## config.mk

```make
export PLATFORM = sky130hd
export DESIGN_NAME = button_auto_repeat_up_down_counter
export DESIGN_NICKNAME = d
export VERILOG_FILES = /design/src/sv/baruc_pkg.sv /design/src/sv/baruc_fsm.sv /design/src/sv/button_auto_repeat_up_down_counter.sv
export SDC_FILE = /design/constraint.sdc
export NUM_CORES = 1
export LEC_CHECK = 0
export ABC_CLOCK_PERIOD_IN_PS = 4940
export BUFFER_PORTS_ARGS = -buffer_cell sky130_fd_sc_hd__clkbuf_2
export CAP_MARGIN = 0
export CORE_MARGIN = 2
export CORE_UTILIZATION = 35
export DETAILED_ROUTE_END_ITERATION = 10
export PLACE_DENSITY_LB_ADDON = 0.3
export SYNTH_ARGS = -nofsm -noshare
export SYNTH_HDL_FRONTEND = slang
export SYNTH_SLANG_ARGS = --single-unit
```

## constraint.sdc

```tcl
create_clock -name aclk -period 4.94 [get_ports aclk]
set_input_delay 0.988 -clock aclk [delete_from_list [all_inputs] [get_ports aclk]]
set_output_delay 0.988 -clock aclk [all_outputs]
set_load 0.005 [all_outputs]
```

## src/sv/baruc_pkg.sv

```systemverilog
`default_nettype none

package baruc_pkg;

    localparam int unsigned VALUE_W = 8;
    localparam int unsigned BTN_W   = 2;

    localparam logic [VALUE_W-1:0] TOP_VALUE_RST   = 8'h09;
    localparam logic [VALUE_W-1:0] SHORT_HOLD_RST  = 8'h05;
    localparam logic [VALUE_W-1:0] LONG_HOLD_RST   = 8'd10;
    localparam logic [VALUE_W-1:0] REPEAT_TICK_RST = 8'h05;

    typedef enum logic [1:0] {
        CFG_TOP_VALUE   = 2'd0,
        CFG_SHORT_HOLD  = 2'd1,
        CFG_LONG_HOLD   = 2'd2,
        CFG_REPEAT_TICK = 2'd3
    } cfg_idx_t;

    typedef struct packed {
        logic [VALUE_W-1:0] top_value;
        logic [VALUE_W-1:0] short_hold;
        logic [VALUE_W-1:0] long_hold;
        logic [VALUE_W-1:0] repeat_tick;
    } cfg_t;

    typedef enum logic [8:0] {
        MODE_START   = 9'b000000001,
        MODE_IDLE    = 9'b000000010,
        MODE_PUSH_UP = 9'b000000100,
        MODE_PUSH_DN = 9'b000001000,
        MODE_CLEAR   = 9'b000010000,
        MODE_REP_UP  = 9'b000100000,
        MODE_REP_DN  = 9'b001000000,
        MODE_FAST_UP = 9'b010000000,
        MODE_FAST_DN = 9'b100000000
    } mode_t;

endpackage

`default_nettype wire

```

## src/sv/baruc_fsm.sv

```systemverilog
`default_nettype none

module baruc_fsm
    import baruc_pkg::*;
(
    input  wire logic               aclk,
    input  wire logic               aresetn,
    input  wire logic               step_en,
    input  wire logic [BTN_W-1:0]   buttons,
    input  wire cfg_t               cfg,
    output logic      [VALUE_W-1:0] value_next
);

    mode_t              mode_reg,  mode_next;
    logic [VALUE_W-1:0] hold_reg,  hold_next;
    logic [VALUE_W-1:0] count_reg, count_next;

    always_comb begin
        logic               up;
        logic               dn;
        logic               both;
        logic               do_up;
        logic               do_dn;
        mode_t              mid_mode;
        logic [VALUE_W-1:0] mid_hold;
        logic [VALUE_W-1:0] hold_inc;

        up       = buttons[0];
        dn       = buttons[1];
        both     = up & dn;
        do_up    = 1'b0;
        do_dn    = 1'b0;
        mid_mode = mode_reg;
        mid_hold = hold_reg;

        unique case (mode_reg)
            MODE_START, MODE_CLEAR: begin
                mid_mode = MODE_IDLE;
            end
            MODE_PUSH_UP, MODE_PUSH_DN: begin
                if (both) begin
                    mid_mode = MODE_CLEAR;
                end else if (hold_reg < cfg.short_hold) begin
                    if (mode_reg == MODE_PUSH_UP && !up) begin
                        do_up    = 1'b1;
                        mid_mode = MODE_IDLE;
                    end else if (mode_reg == MODE_PUSH_DN && !dn) begin
                        do_dn    = 1'b1;
                        mid_mode = MODE_IDLE;
                    end
                end else begin
                    mid_mode = (mode_reg == MODE_PUSH_UP) ? MODE_REP_UP : MODE_REP_DN;
                    mid_hold = '0;
                end
            end
            MODE_REP_UP, MODE_REP_DN: begin
                if (both) begin
                    mid_mode = MODE_CLEAR;
                end else if (hold_reg < cfg.long_hold) begin
                    if ((mode_reg == MODE_REP_UP) ? !up : !dn) begin
                        mid_mode = MODE_IDLE;
                    end
                end else begin
                    mid_mode = (mode_reg == MODE_REP_UP) ? MODE_FAST_UP : MODE_FAST_DN;
                    mid_hold = '0;
                end
            end
            MODE_FAST_UP, MODE_FAST_DN: begin
                if (both) begin
                    mid_mode = MODE_CLEAR;
                end else if ((mode_reg == MODE_FAST_UP) ? !up : !dn) begin
                    mid_mode = MODE_IDLE;
                end
            end
            default: begin
                mid_hold = '0;
                if (both) begin
                    mid_mode = MODE_CLEAR;
                end else if (up) begin
                    mid_mode = MODE_PUSH_UP;
                end else if (dn) begin
                    mid_mode = MODE_PUSH_DN;
                end else begin
                    mid_mode = MODE_IDLE;
                    mid_hold = hold_reg;
                end
            end
        endcase

        hold_inc   = mid_hold + 1'b1;
        mode_next  = mid_mode;
        hold_next  = hold_inc;
        count_next = count_reg;

        unique case (mid_mode)
            MODE_CLEAR: begin
                count_next = '0;
            end
            MODE_REP_UP: begin
                do_up = (hold_inc == cfg.repeat_tick);
            end
            MODE_REP_DN: begin
                do_dn = (hold_inc == cfg.repeat_tick);
            end
            MODE_FAST_UP: begin
                do_up = hold_inc[0];
            end
            MODE_FAST_DN: begin
                do_dn = hold_inc[0];
            end
            MODE_PUSH_UP, MODE_PUSH_DN: begin
            end
            default: begin
                hold_next = '0;
            end
        endcase

        if (do_up && count_reg < cfg.top_value) begin
            count_next = count_reg + 1'b1;
        end else if (do_dn && count_reg != '0) begin
            count_next = count_reg - 1'b1;
        end
    end

    always_ff @(posedge aclk) begin
        if (!aresetn) begin
            mode_reg  <= MODE_START;
            hold_reg  <= '0;
            count_reg <= '0;
        end else if (step_en) begin
            mode_reg  <= mode_next;
            hold_reg  <= hold_next;
            count_reg <= count_next;
        end
    end

    assign value_next = count_next;

endmodule

`default_nettype wire

```

## src/sv/button_auto_repeat_up_down_counter.sv

```systemverilog
// Up/down counter driven by two buttons, with auto-repeat and saturation.
// Input stream s_*: one word per tick, s_tdata[1:0] = buttons (bit0 up,
// bit1 down, active high). Result stream m_*: one word per input word,
// m_tdata = displayed value after that tick.
// Configuration channel cfg_*: cfg_index selects top_value, short_hold,
// long_hold or repeat_tick; cfg_data is the 8-bit value. Always ready.
// The result is registered into the output buffer. Throughput is one word
// per cycle: the state update is a single registered pass and the result
// side has a two-entry output buffer (output register plus skid register).
// When the receiver stalls, one more word is taken into the skid register,
// then s_tready drops until the receiver takes the waiting output word.
// Reset (aresetn low, synchronous) restores the register defaults
// (9, 5, 10, 5), clears the value and hold count, empties the output
// buffer and puts the controller into its start state.
`default_nettype none

module button_auto_repeat_up_down_counter
    import baruc_pkg::*;
(
    input  wire logic         aclk,
    input  wire logic         aresetn,
    input  wire logic         s_tvalid,
    output logic              s_tready,
    input  wire logic [7:0]   s_tdata,   // [1:0] buttons
    output logic              m_tvalid,
    input  wire logic         m_tready,
    output logic      [7:0]   m_tdata,   // [7:0] value
    input  wire logic         cfg_valid,
    output logic              cfg_ready,
    input  wire cfg_idx_t     cfg_index,
    input  wire logic [7:0]   cfg_data
);

    cfg_t               cfg_reg;
    logic               push;
    logic               pop;
    logic [VALUE_W-1:0] value_next;
    logic               out_valid_reg;
    logic [VALUE_W-1:0] out_data_reg;
    logic               skid_valid_reg;
    logic [VALUE_W-1:0] skid_data_reg;

    assign cfg_ready = 1'b1;
    assign s_tready  = !skid_valid_reg;
    assign push      = s_tvalid && s_tready;
    assign pop       = out_valid_reg && m_tready;
    assign m_tvalid  = out_valid_reg;
    assign m_tdata   = out_data_reg;

    always_ff @(posedge aclk) begin
        if (!aresetn) begin
            cfg_reg.top_value   <= TOP_VALUE_RST;
            cfg_reg.short_hold  <= SHORT_HOLD_RST;
            cfg_reg.long_hold   <= LONG_HOLD_RST;
            cfg_reg.repeat_tick <= REPEAT_TICK_RST;
        end else if (cfg_valid) begin
            unique case (cfg_index)
                CFG_TOP_VALUE:   cfg_reg.top_value   <= cfg_data;
                CFG_SHORT_HOLD:  cfg_reg.short_hold  <= cfg_data;
                CFG_LONG_HOLD:   cfg_reg.long_hold   <= cfg_data;
                CFG_REPEAT_TICK: cfg_reg.repeat_tick <= cfg_data;
                default: begin
                end
            endcase
        end
    end

    baruc_fsm u_fsm (
        .aclk       (aclk),
        .aresetn    (aresetn),
        .step_en    (push),
        .buttons    (s_tdata[BTN_W-1:0]),
        .cfg        (cfg_reg),
        .value_next (value_next)
    );

    always_ff @(posedge aclk) begin
        if (!aresetn) begin
            out_valid_reg  <= 1'b0;
            skid_valid_reg <= 1'b0;
        end else if (pop) begin
            if (skid_valid_reg) begin
                skid_valid_reg <= 1'b0;
            end else begin
                out_valid_reg <= push;
            end
        end else if (out_valid_reg) begin
            if (push) begin
                skid_valid_reg <= 1'b1;
            end
        end else begin
            out_valid_reg <= push;
        end
    end

    always_ff @(posedge aclk) begin
        if (pop && skid_valid_reg) begin
            out_data_reg <= skid_data_reg;
        end else if (push && (pop || !out_valid_reg)) begin
            out_data_reg <= value_next;
        end
        if (push && out_valid_reg && !pop) begin
            skid_data_reg <= value_next;
        end
    end

endmodule

`default_nettype wire

```

==> results.yml <==
detailed_routing:
  routed_wl_mm: 12.4
  drtPass1Iterations: 5
  vias: 4405
  met2_wirelength_mm: 5.64
  drt_iter0_markers: 235
  drc: 0
  top_layer: "met4"
  wl_per_cell_microns: 15.3
  dr_wl_met3_microns: 723
  viasPerCell: 5.43
  met1_length_mm: 5.89
  drtAntennaViolNets: 0
worst_setup_path:
  critPathKind: "register to register"
  cp.required_ns: 5.03
  cp_data_arrival_time_ns: 4.84
  critPathLaunch: "u_fsm.hold_reg[2]$_SDFFE_PN0P_"
  startpoint_type: "register"
  cp_max_fo: 9
  timing.rr.start: "u_fsm.hold_reg[2]$_SDFFE_PN0P_"
  end_kind: "register"
final_layout:
  drive_above_1_share_pct: 15.7
  diodes: 0
  syn2layout_area_growth_pct: 16.2
  largest_reg_flops: 32
  nNetsFinal: 678
sta:
  slew_viol_final: 0
  period_needed_ns: 4.75
  setup_viol: 0
  fmax_mhz: 211
  layout_setup_ws_ns: 0.190
  fin_crit_sh_pct: 96.2
  worstMarginPinSlew_ns: 1.32
  final.setup_skew_ns: 0.00876
  max_slew_margin_pct: 11.1
  fin_hold_ws_ns: 0.458
  hold_violations: 0
clocking:
  clkSinkCount: 75
  htreeDepth: 3
  cts_tree: "built"
  cts_hold_buffers: 0
  clkSlewWorstSetupHoldPaths_ns: 0.06
  root_buffer: "clkbuf_16"
  clock_latency_ns: 0.34
  cts_buffer_depth: 2
  cts_made_buffers: 9
yosys:
  yosysMostFrequentCell: "nand2_1"
  synth_nets: 647
  ys_top_cells_by_count: "nand2_1, a21oi_1, dfxtp_1, nor2_1, inv_1"
  synth.top_cell.area_share_pct: 24.7
  avgSynthCellArea_sq_um: 7.99
  synth.ff_latch_count: 75
  synthCells: 599
  synthArstFlopShare_pct: 0
  synth_edf_count: 16
  netlist_area_sq_um: 4780
  yosysWarnings: 0
  synth_top_area_cell: "dfxtp_1"
  ys_types: 79
  synthFlopType: "dfxtp_1"
  synth_area_leaders: "dfxtp_1, edfxtp_1, ha_1"
  synth-seq-area-share_pct: 34.7
run:
  maxCapViolations: 0
die:
  chipHeight_microns: 121
  start_util_pct: 36.0
  dieArea_sq_um: 14600
  ios: 34
  core_sq_um: 13300
  std_cell_rows: 42
  die_x_microns: 121
global_routing:
  grt_pass1_vias: 4271
  grt_max_degree: 46
  grt_usage_pct: 17.7
  grt_pass1_wl_mm: 20.6
  grt_overflow_total: 0
  grt_antenna_before_repair: 0
power_and_ir_drop:
  p_leak_nw: 2.19
  total_power_mw: 1.64
  p_per_area_nw_per_um2: 294
  ir_drop_mv: 0.165
placed_design:
  portBuffers: 26
  preCtsSetupSlack_ns: 0.102
  gp_congestion: 0.840
  hpwl_mm: 9.03
worst_hold_path:
  hp-start: "cfg_reg[13]$_SDFFE_PN0P_"
  hold_path.class: "register to register"
run_status:
  status: "finished clean"
metal layers:
metal  GRT usage [%]  up-vias
met5               0        -
met1            23.5     2044
met3            3.29       17
met2            28.7      131
met4            6.18        0
li1                -     2213
metrics by stage:
step	std cells	util [%]	instance area [sq um]	setup TNS (ns)
after floorplan	599	-	4780	0
after global placement	794	39.1	5200	0
after detailed placement	794	39.1	5200	0
after CTS	810	41.7	5540	0
after global routing	811	41.8	5560	-0.00194
final	811	41.8	5560	0
critical path, stage by stage (launching register included):
cell and delay, ns:
dfxtp_1 0.35, ha_1 0.28, o21ai_0 0.08, a211o_1 0.33, o211ai_1 0.29, o2111ai_2 0.24
nor2_4 0.14, and2b_2 0.22, ha_1 0.21, buf_4 0.17, xor2_1 0.15, o21ai_0 0.18
a21oi_1 0.09, nor4_1 0.36, mux2_4 0.27, a311oi_4 0.09, buf_4 0.20, o32a_2 0.36
mux2i_1 0.18, mux2_2 0.30
area by class of cell:
cell class	instances	area, sq um
Fill cell	1323	7730
Clock buffer	9	225
Tap cell	176	220
Clock inverter	7	116
Sequential cell	75	1660
Inverter	34	128
Multi-Input combinational cell	457	2880
Timing Repair Buffer	53	333
kinds of logic after synthesis:
group                      after synthesis  synth area share (%)
AOI/OAI and AO/OA                      156                  22.2
other                                    1                0.0784
buffers and inverters                   67                  5.44
and+or+nand+nor                        249                  25.8
DFF                                     75                  34.7
muxes                                   10                  2.28
xor gates and xnor gates                16                  2.93
adders and majority gates               25                  6.54
power breakdown:
| part | leakage [nW] | internal [mW] | switching (mW) |
|---|---|---|---|
| Combinational | 1.40 | 0.0833 | 0.133 |
| Clock | 0.165 | 0.492 | 0.262 |
| Sequential | 0.632 | 0.648 | 0.0175 |
| Total | 2.19 | 1.22 | 0.412 |
cells in the final DEF (no fill, tap or decap), types with 7 or more instances in the layout:
| cell | count |
|---|---|
| clkbuf_2 | 26 |
| o21ai_0 | 19 |
| edfxtp_1 | 16 |
| clkbuf_16 | 9 |
| inv_1 | 33 |
| nor4_1 | 7 |
| nand2b_1 | 7 |
| or3_1 | 9 |
| nand3_1 | 20 |
| nor2b_1 | 7 |
| nor2_1 | 54 |
| nand2_1 | 79 |
| a21oi_1 | 59 |
| and3_1 | 9 |
| nor3_1 | 20 |
| ha_1 | 25 |
| buf_4 | 27 |
| dfxtp_1 | 59 |
| xnor2_1 | 8 |
| xor2_1 | 8 |
| o21a_1 | 7 |
| o211ai_1 | 9 |
final timing paths:
kind,cells past startpoint,end,slack (ns)
setup / recovery,19,m_tdata[2]$_DFFE_PP_,0.19
hold / removal,2,cfg_reg[13]$_SDFFE_PN0P_,0.46
setup reg to reg,19,m_tdata[2]$_DFFE_PP_,0.19
hold reg to reg,2,cfg_reg[13]$_SDFFE_PN0P_,0.46
what timing repair did:
action                                 in CTS  in global routing
resized for setup                           0                  2
endpoints found under the hold margin       0                  0
setup endpoints to repair                   0                  4
setup buffers                               0                  1
Power figures use the tool's default switching activity.
